<file path="config.mk">
export PLATFORM = sky130hd
export DESIGN_NAME = load_cell_adc_serial_reader
export DESIGN_NICKNAME = d
export VERILOG_FILES = /design/src/rtl/lcsr_pkg.sv /design/src/rtl/lcsr_core.sv /design/src/rtl/lcsr_out_reg.sv /design/src/rtl/load_cell_adc_serial_reader.sv
export SDC_FILE = /design/constraint.sdc
export NUM_CORES = 1
export LEC_CHECK = 0
export ABC_AREA = 1
export BUFFER_PORTS_ARGS = -buffer_cell sky130_fd_sc_hd__buf_2
export CORE_UTILIZATION = 35
export CTS_CLUSTER_SIZE = 30
export DETAILED_ROUTE_END_ITERATION = 8
export SYNTH_ARGS = -nofsm -noshare
export SYNTH_HDL_FRONTEND = slang
export SYNTH_HIERARCHICAL = 1
export SYNTH_SLANG_ARGS = --single-unit
</file>
<file path="constraint.sdc">
create_clock -name i_clk -period 3.31 [get_ports i_clk]
set_input_delay 0.1655 -clock i_clk [delete_from_list [all_inputs] [get_ports i_clk]]
set_output_delay 0.1655 -clock i_clk [all_outputs]
set_load 0.02 [all_outputs]
</file>
<file path="src/rtl/lcsr_pkg.sv">
// ============================================================================
// lcsr_pkg
// Shared types and constants for the load-cell converter serial reader.
// ============================================================================
`default_nettype none

package lcsr_pkg;

    localparam int DATA_BITS  = 24;
    localparam int TICK_W     = $clog2(2 * (DATA_BITS + 3));
    localparam int PULSE_W    = TICK_W - 1;
    localparam int VALUE_W    = 24;
    localparam int TOP_W      = 16;
    localparam int TOP_LSB    = 8;
    localparam int EXT_W      = 32;

    typedef enum logic [1:0] {
        SRC_NONE = 2'd0,
        SRC_A128 = 2'd1,
        SRC_B32  = 2'd2,
        SRC_A64  = 2'd3
    } t_source;

    typedef struct packed {
        logic               clock_line;
        logic               busy_res;
        logic               ready_res;
        logic               value_valid;
        logic [VALUE_W-1:0] sample_value;
        logic [TOP_W-1:0]   sample_top16;
    } t_result;

    // data pulses plus gain-select pulses
    function automatic logic [TICK_W-1:0] pulse_total(input t_source src);
        logic [TICK_W-1:0] total;
        unique case (src)
            SRC_B32:  total = TICK_W'(DATA_BITS + 2);
            SRC_A64:  total = TICK_W'(DATA_BITS + 3);
            default:  total = TICK_W'(DATA_BITS + 1);
        endcase
        return total;
    endfunction

endpackage

`default_nettype wire

</file>
<file path="src/rtl/lcsr_core.sv">
// ============================================================================
// lcsr_core
// Read sequencer state and per-tick result logic; state advances on each beat.
// ============================================================================
`default_nettype none

module lcsr_core
    import lcsr_pkg::*;
(
    input  wire logic    i_clk,
    input  wire logic    i_rst_n,
    input  wire logic    i_step,
    input  wire logic    i_data_line,
    input  wire logic    i_start_read,
    input  wire logic [1:0] i_asked_source,
    input  wire logic [1:0] i_next_source,
    output t_result      o_result
);

    logic                 r_active;
    logic [TICK_W-1:0]    r_tick;
    logic [DATA_BITS-1:0] r_shift;
    t_source              r_armed;
    t_source              r_pending;

    logic                 n_active;
    logic [TICK_W-1:0]    n_tick;
    logic [DATA_BITS-1:0] n_shift;
    t_source              n_armed;
    t_source              n_pending;

    logic [PULSE_W-1:0]   pulse;
    logic                 last_pulse;
    logic signed [EXT_W-1:0] ext;

    assign pulse      = r_tick[TICK_W-1:1];
    assign last_pulse = ({1'b0, pulse} + TICK_W'(1)) >= pulse_total(r_pending);
    assign ext        = EXT_W'(signed'(r_shift));

    always_comb begin
        n_active  = r_active;
        n_tick    = r_tick;
        n_shift   = r_shift;
        n_armed   = r_armed;
        n_pending = r_pending;
        o_result  = '0;
        if (!r_active) begin
            o_result.ready_res = !i_data_line &&
                (t_source'(i_asked_source) == r_armed || r_armed == SRC_NONE);
            if (i_start_read) begin
                n_active  = 1'b1;
                n_tick    = '0;
                n_shift   = '0;
                n_pending = t_source'(i_next_source);
            end
        end else if (!r_tick[0]) begin
            o_result.clock_line = 1'b1;
            if (pulse < PULSE_W'(DATA_BITS)) begin
                n_shift = {r_shift[DATA_BITS-2:0], i_data_line};
            end
            n_tick = r_tick + TICK_W'(1);
        end else if (last_pulse) begin
            o_result.value_valid  = 1'b1;
            o_result.sample_value = ext[VALUE_W-1:0];
            o_result.sample_top16 = ext[TOP_LSB+TOP_W-1:TOP_LSB];
            n_armed  = r_pending;
            n_active = 1'b0;
            n_tick   = '0;
        end else begin
            n_tick = r_tick + TICK_W'(1);
        end
        o_result.busy_res = n_active;
    end

    always_ff @(posedge i_clk) begin
        if (!i_rst_n) begin
            r_active  <= 1'b0;
            r_tick    <= '0;
            r_shift   <= '0;
            r_armed   <= SRC_NONE;
            r_pending <= SRC_NONE;
        end else if (i_step) begin
            r_active  <= n_active;
            r_tick    <= n_tick;
            r_shift   <= n_shift;
            r_armed   <= n_armed;
            r_pending <= n_pending;
        end
    end

    a_done_not_busy: assert property (@(posedge i_clk) disable iff (!i_rst_n)
        i_step && o_result.value_valid |-> !o_result.busy_res)
        else $error("read completed while still busy");

    a_idle_tick_zero: assert property (@(posedge i_clk) disable iff (!i_rst_n)
        !r_active |-> r_tick == '0)
        else $error("tick count nonzero while idle");

    a_high_then_low: assert property (@(posedge i_clk) disable iff (!i_rst_n)
        i_step && r_active && !r_tick[0] |=> r_active && r_tick[0])
        else $error("high half not followed by low half");

    a_start_latch: assert property (@(posedge i_clk) disable iff (!i_rst_n)
        i_step && !r_active && i_start_read |=> r_active && r_shift == '0)
        else $error("start did not begin a clean read");

endmodule

`default_nettype wire

</file>
<file path="src/rtl/lcsr_out_reg.sv">
// ============================================================================
// lcsr_out_reg
// Result register between the sequencer and the output channel.
// ============================================================================
`default_nettype none

module lcsr_out_reg
    import lcsr_pkg::*;
(
    input  wire logic    i_clk,
    input  wire logic    i_rst_n,
    input  wire logic    i_load,
    input  wire t_result i_result,
    input  wire logic    i_stall,
    output logic         o_valid,
    output t_result      o_result
);

    logic    r_valid;
    t_result r_result;

    always_ff @(posedge i_clk) begin
        if (!i_rst_n) begin
            r_valid <= 1'b0;
        end else if (i_load) begin
            r_valid <= 1'b1;
        end else if (!i_stall) begin
            r_valid <= 1'b0;
        end
    end

    always_ff @(posedge i_clk) begin
        if (i_load) begin
            r_result <= i_result;
        end
    end

    assign o_valid  = r_valid;
    assign o_result = r_result;

endmodule

`default_nettype wire

</file>
<file path="src/rtl/load_cell_adc_serial_reader.sv">
// ============================================================================
// load_cell_adc_serial_reader
// Serial master for a 24-bit load-cell converter, one half-period tick a beat.
// ============================================================================
//  channel | valid       | stall        | payload
//  in      | i_in_valid  | o_in_stall   | data_line, start_read, asked/next source
//  out     | o_out_valid | i_out_stall  | clock_line, busy, ready, value, top16
//
//  One beat in, one beat out; an input beat is taken every cycle unless the
//  result register is full and stalled. Results appear in the cycle after the
//  input beat. A read spans 2 * (24 + 1..3) + 1 input beats.
//  Reset clears the sequencer (idle, none armed) and the output valid.
// ============================================================================
`default_nettype none

module load_cell_adc_serial_reader
    import lcsr_pkg::*;
(
    input  wire logic               i_clk,
    input  wire logic               i_rst_n,
    input  wire logic               i_in_valid,
    output logic                    o_in_stall,
    input  wire logic               i_data_line,
    input  wire logic               i_start_read,
    input  wire logic [1:0]         i_asked_source,
    input  wire logic [1:0]         i_next_source,
    output logic                    o_out_valid,
    input  wire logic               i_out_stall,
    output logic                    o_clock_line,
    output logic                    o_busy_res,
    output logic                    o_ready_res,
    output logic                    o_value_valid,
    output logic signed [VALUE_W-1:0] o_sample_value,
    output logic signed [TOP_W-1:0]   o_sample_top16
);

    logic    step;
    t_result core_res;
    t_result out_res;

    assign o_in_stall = o_out_valid && i_out_stall;
    assign step       = i_in_valid && !o_in_stall;

    lcsr_core u_core (
        .i_clk          (i_clk),
        .i_rst_n        (i_rst_n),
        .i_step         (step),
        .i_data_line    (i_data_line),
        .i_start_read   (i_start_read),
        .i_asked_source (i_asked_source),
        .i_next_source  (i_next_source),
        .o_result       (core_res)
    );

    lcsr_out_reg u_out (
        .i_clk    (i_clk),
        .i_rst_n  (i_rst_n),
        .i_load   (step),
        .i_result (core_res),
        .i_stall  (i_out_stall),
        .o_valid  (o_out_valid),
        .o_result (out_res)
    );

    assign o_clock_line   = out_res.clock_line;
    assign o_busy_res     = out_res.busy_res;
    assign o_ready_res    = out_res.ready_res;
    assign o_value_valid  = out_res.value_valid;
    assign o_sample_value = signed'(out_res.sample_value);
    assign o_sample_top16 = signed'(out_res.sample_top16);

endmodule

`default_nettype wire

</file>
==> run_results.csv <==
group,metric,value,unit
power_and_ir_drop,peakVddDrop,192,uV
logic_synthesis,ys_ff_latch,80,
worst_setup_path,r2r-start,"u_core/r_tick[1]$_SDFFE_PN0P_",
status,status,"complete, no violations",
detailed_routing,route.detailed.drc,0,
detailed_routing,vias_per_cell,4.42,
placed_design,hpwl,3.80,mm
clock_tree,post_cts.repair.setup_buffers,0,
clock_tree,cts-hold-fix-buffers,0,
logic_synthesis,yosysWarnings,6,
floorplanning,rows,35,
min_path,hold_start,"i_data_line",
timing,slew_viol_final,0,
timing,fmax,441,MHz
floorplanning,core_region_area,9370,sq um
floorplanning,die_w,101,um
clock_tree,clk_latency,0.35,ns
cells_and_area,drive_above_1_share,27.8,%
cells_and_area,layout_common_cells,"55 x buf_2, 49 x inv_1, 44 x edfxtp_1, 39 x nor2_1, 36 x dfxtp_1",
cells_and_area,mostFrequentLayoutCell,"buf_2",
global_route,grt_start_max_net_pins,38,
detailed_routing,wl_per_cell,11.6,um
power_and_ir_drop,totalPowerFinal,1910,uW
power_and_ir_drop,powerDensity,495,nW/um^2
clock_tree,cts_sinks,80,
timing,skew,0.00921,ns
detailed_routing,antenna_left,0,
worst_setup_path,crit_path_start_kind,"register",
min_path,min_path_cells,3,
global_route,grt_first_pass_wirelength,9.52,mm
detailed_routing,wl_met3,242,um
worst_setup_path,cp_max_fo,25,
clock_tree,cts_resized,0,
global_route,antenna_found_initial,0,
global_route,grt_overflow,0,
logic_synthesis,syn_inst,318,
placed_design,pre_cts_ws,1.01,ns
worst_setup_path,path_class,"register to register",
cells_and_area,num_antenna_cells,0,
clock_tree,cts_tree,"built",
placed_design,portBuffers,55,
timing,rsz0062_at_grt,"no",
global_route,grt_pass1_vias,2109,
worst_setup_path,timing.rr.end,"u_out/o_result[27]$_DFFE_PP_",
timing,worst_pin_slew,0.903,ns
detailed_routing,wl_met1,2.59,mm
floorplanning,io_pins,56,
detailed_routing,wl_met2,2.83,mm
floorplanning,start_util,36.6,%
detailed_routing,top_layer,"met4",
worst_setup_path,end_kind,"register",
worst_setup_path,r2r_cells,6,
worst_setup_path,regToRegSetupSlack,1.04,ns
worst_setup_path,cp_data_required_time,3.48,ns
timing,finalSetupTns,0,ns
power_and_ir_drop,p_leak,0.00144,uW
detailed_routing,vias,2175,
timing,fin_ws,1.04,ns
worst_setup_path,crit_slowest_cell,"nand3_4",
run,drv_cap,0,
timing,fin_crit,2.27,ns
cells_and_area,nets,372,
logic_synthesis,syn_area,3430,sq um
timing,relSlewSlack,39.8,%
timing,period_share,68.5,%
logic_synthesis,avgSynthCellArea,10.8,sq um
timing,setup_violations,0,
logic_synthesis,ys_types,22,
logic_synthesis,synth_edf_count,44,
detailed_routing,drt_pass1_iterations,4,
clock_tree,cts_inserted_buffers,9,
worst_setup_path,critPathArrivalTime,2.43,ns
clock_tree,path_clk_slew,0.08,ns
min_path,hold_end,"u_core/r_shift[0]$_SDFFE_PN0P_",
detailed_routing,wl,5.69,mm
floorplanning,fp.dieH,101,um
detailed_routing,drtIter0Drc,125,
worst_setup_path,max_stage_delay,0.54,ns
timing,final_hold_viol_count,0,
logic_synthesis,synthArstFlopShare,0,%
clock_tree,clk_path_buf_depth,2,
floorplanning,die_area,10200,sq um
clock_tree,clockRootBuffer,"clkbuf_8",
cells_and_area,area_growth,12.9,%
logic_synthesis,syn_nets,332,
min_path,hold_path_class,"primary input to register",
placed_design,gp_congestion,0.814,
logic_synthesis,synth_flop_cell,"edfxtp_1",
worst_setup_path,path_common_cell,"ha_1",
global_route,grt_use_total,12.3,%
timing,timing.hold.ws,0.101,ns
worst_setup_path,crit_chain,"ha_1, ha_1, a21oi_1, nand2_1, nand3_4, nor2_1",
clock_tree,cts_max_level,3,
logic_synthesis,ys_seq_area_share,59.6,%
==> synthesized netlist by cell type, drive strengths merged (2+ instances only) <==
| library cell | count | area, sq um |
|---|---|---|
| nor2 | 62 | 405 |
| inv | 49 | 184 |
| edfxtp | 44 | 1320 |
| dfxtp | 36 | 721 |
| nand2 | 35 | 139 |
| a22oi | 24 | 180 |
| buf | 24 | 195 |
| a21oi | 16 | 87.6 |
| nand3 | 11 | 72.6 |
| o21ai | 5 | 25.0 |
| ha | 4 | 50.1 |
| clkbuf | 3 | 11.3 |
| nand4 | 2 | 12.5 |
==> worst max path at each step <==
| stage | from | endpoint | slack [ns] | cells past startpoint |
|---|---|---|---|---|
| detailed placement | u_core/r_tick[1]$_SDFFE_PN0P_ | u_out/o_result[24]$_DFFE_PP_ | 1.01 | 6 |
| finish | u_core/r_tick[1]$_SDFFE_PN0P_ | u_out/o_result[27]$_DFFE_PP_ | 1.04 | 6 |
| global route | u_core/r_tick[1]$_SDFFE_PN0P_ | u_out/o_result[3]$_DFFE_PP_ | 0.85 | 6 |
| floorplan | u_out/o_valid$_SDFFE_PN0P_ | u_core/r_tick[0]$_SDFFE_PN0P_ | 0.56 | 4 |
| global placement | u_core/r_tick[1]$_SDFFE_PN0P_ | u_out/o_result[42]$_DFFE_PP_ | 1.06 | 7 |
| CTS | u_core/r_tick[1]$_SDFFE_PN0P_ | u_out/o_result[24]$_DFFE_PP_ | 0.99 | 6 |
==> power by group <==
part | internal, uW | leakage [uW] | switching [uW]
Sequential | 1070 | 0.000742 | 11.0
Combinational | 32.5 | 0.000605 | 94.2
Clock | 351 | 0.0000929 | 353
==> state kept, by name, indices dropped and copies added, names as in the netlist <==
register	flops
u_core/r_shift	24
u_core/r_tick	6
u_core/r_active	1
u_core/r_pending	2
u_out/o_result	44
u_out/o_valid	1
u_core/r_armed	2
==> layout make-up <==
type,instances,area (sq um)
Timing Repair Buffer,56,283
Tap cell,129,161
Sequential cell,80,2040
Clock inverter,6,67.6
Multi-Input combinational cell,162,1000
Inverter,49,184
Fill cell,952,5500
Clock buffer,10,128
==> through the flow <==
stage / instances / utilization [%] / instance area [sq um]
2_1_floorplan: 318 / - / 3430
3_3_place_gp: 476 / 39.2 / 3670
3_5_place_dp: 476 / 39.2 / 3670
4_1_cts: 492 / 41.3 / 3870
5_1_grt: 492 / 41.3 / 3870
6_report: 492 / 41.3 / 3870
==> critical path: cells and delay by family, from the launching register on <==
kind            cells  cell delay [ns]
simple gates        3             1.06
fa+ha+maj           2             0.55
flops               1             0.43
compound gates      1             0.06
==> metal layers <==
metal  vias up  global-route usage, %
met5         -                      0
met4         0                   4.68
met3         2                   4.44
met2        54                   21.0
met1      1014                   13.9
li1       1105                      -
==> cell families after synthesis <==
logic type | Yosys count | synth area share (%)
AOI/OAI and AO/OA | 46 | 8.76
DFF | 80 | 59.6
adders and majority gates | 4 | 1.46
and+or+nand+nor | 111 | 18.5
buffers and inverters | 76 | 11.4
xor gates and xnor gates | 1 | 0.256
(Power assumes the default switching activity.)
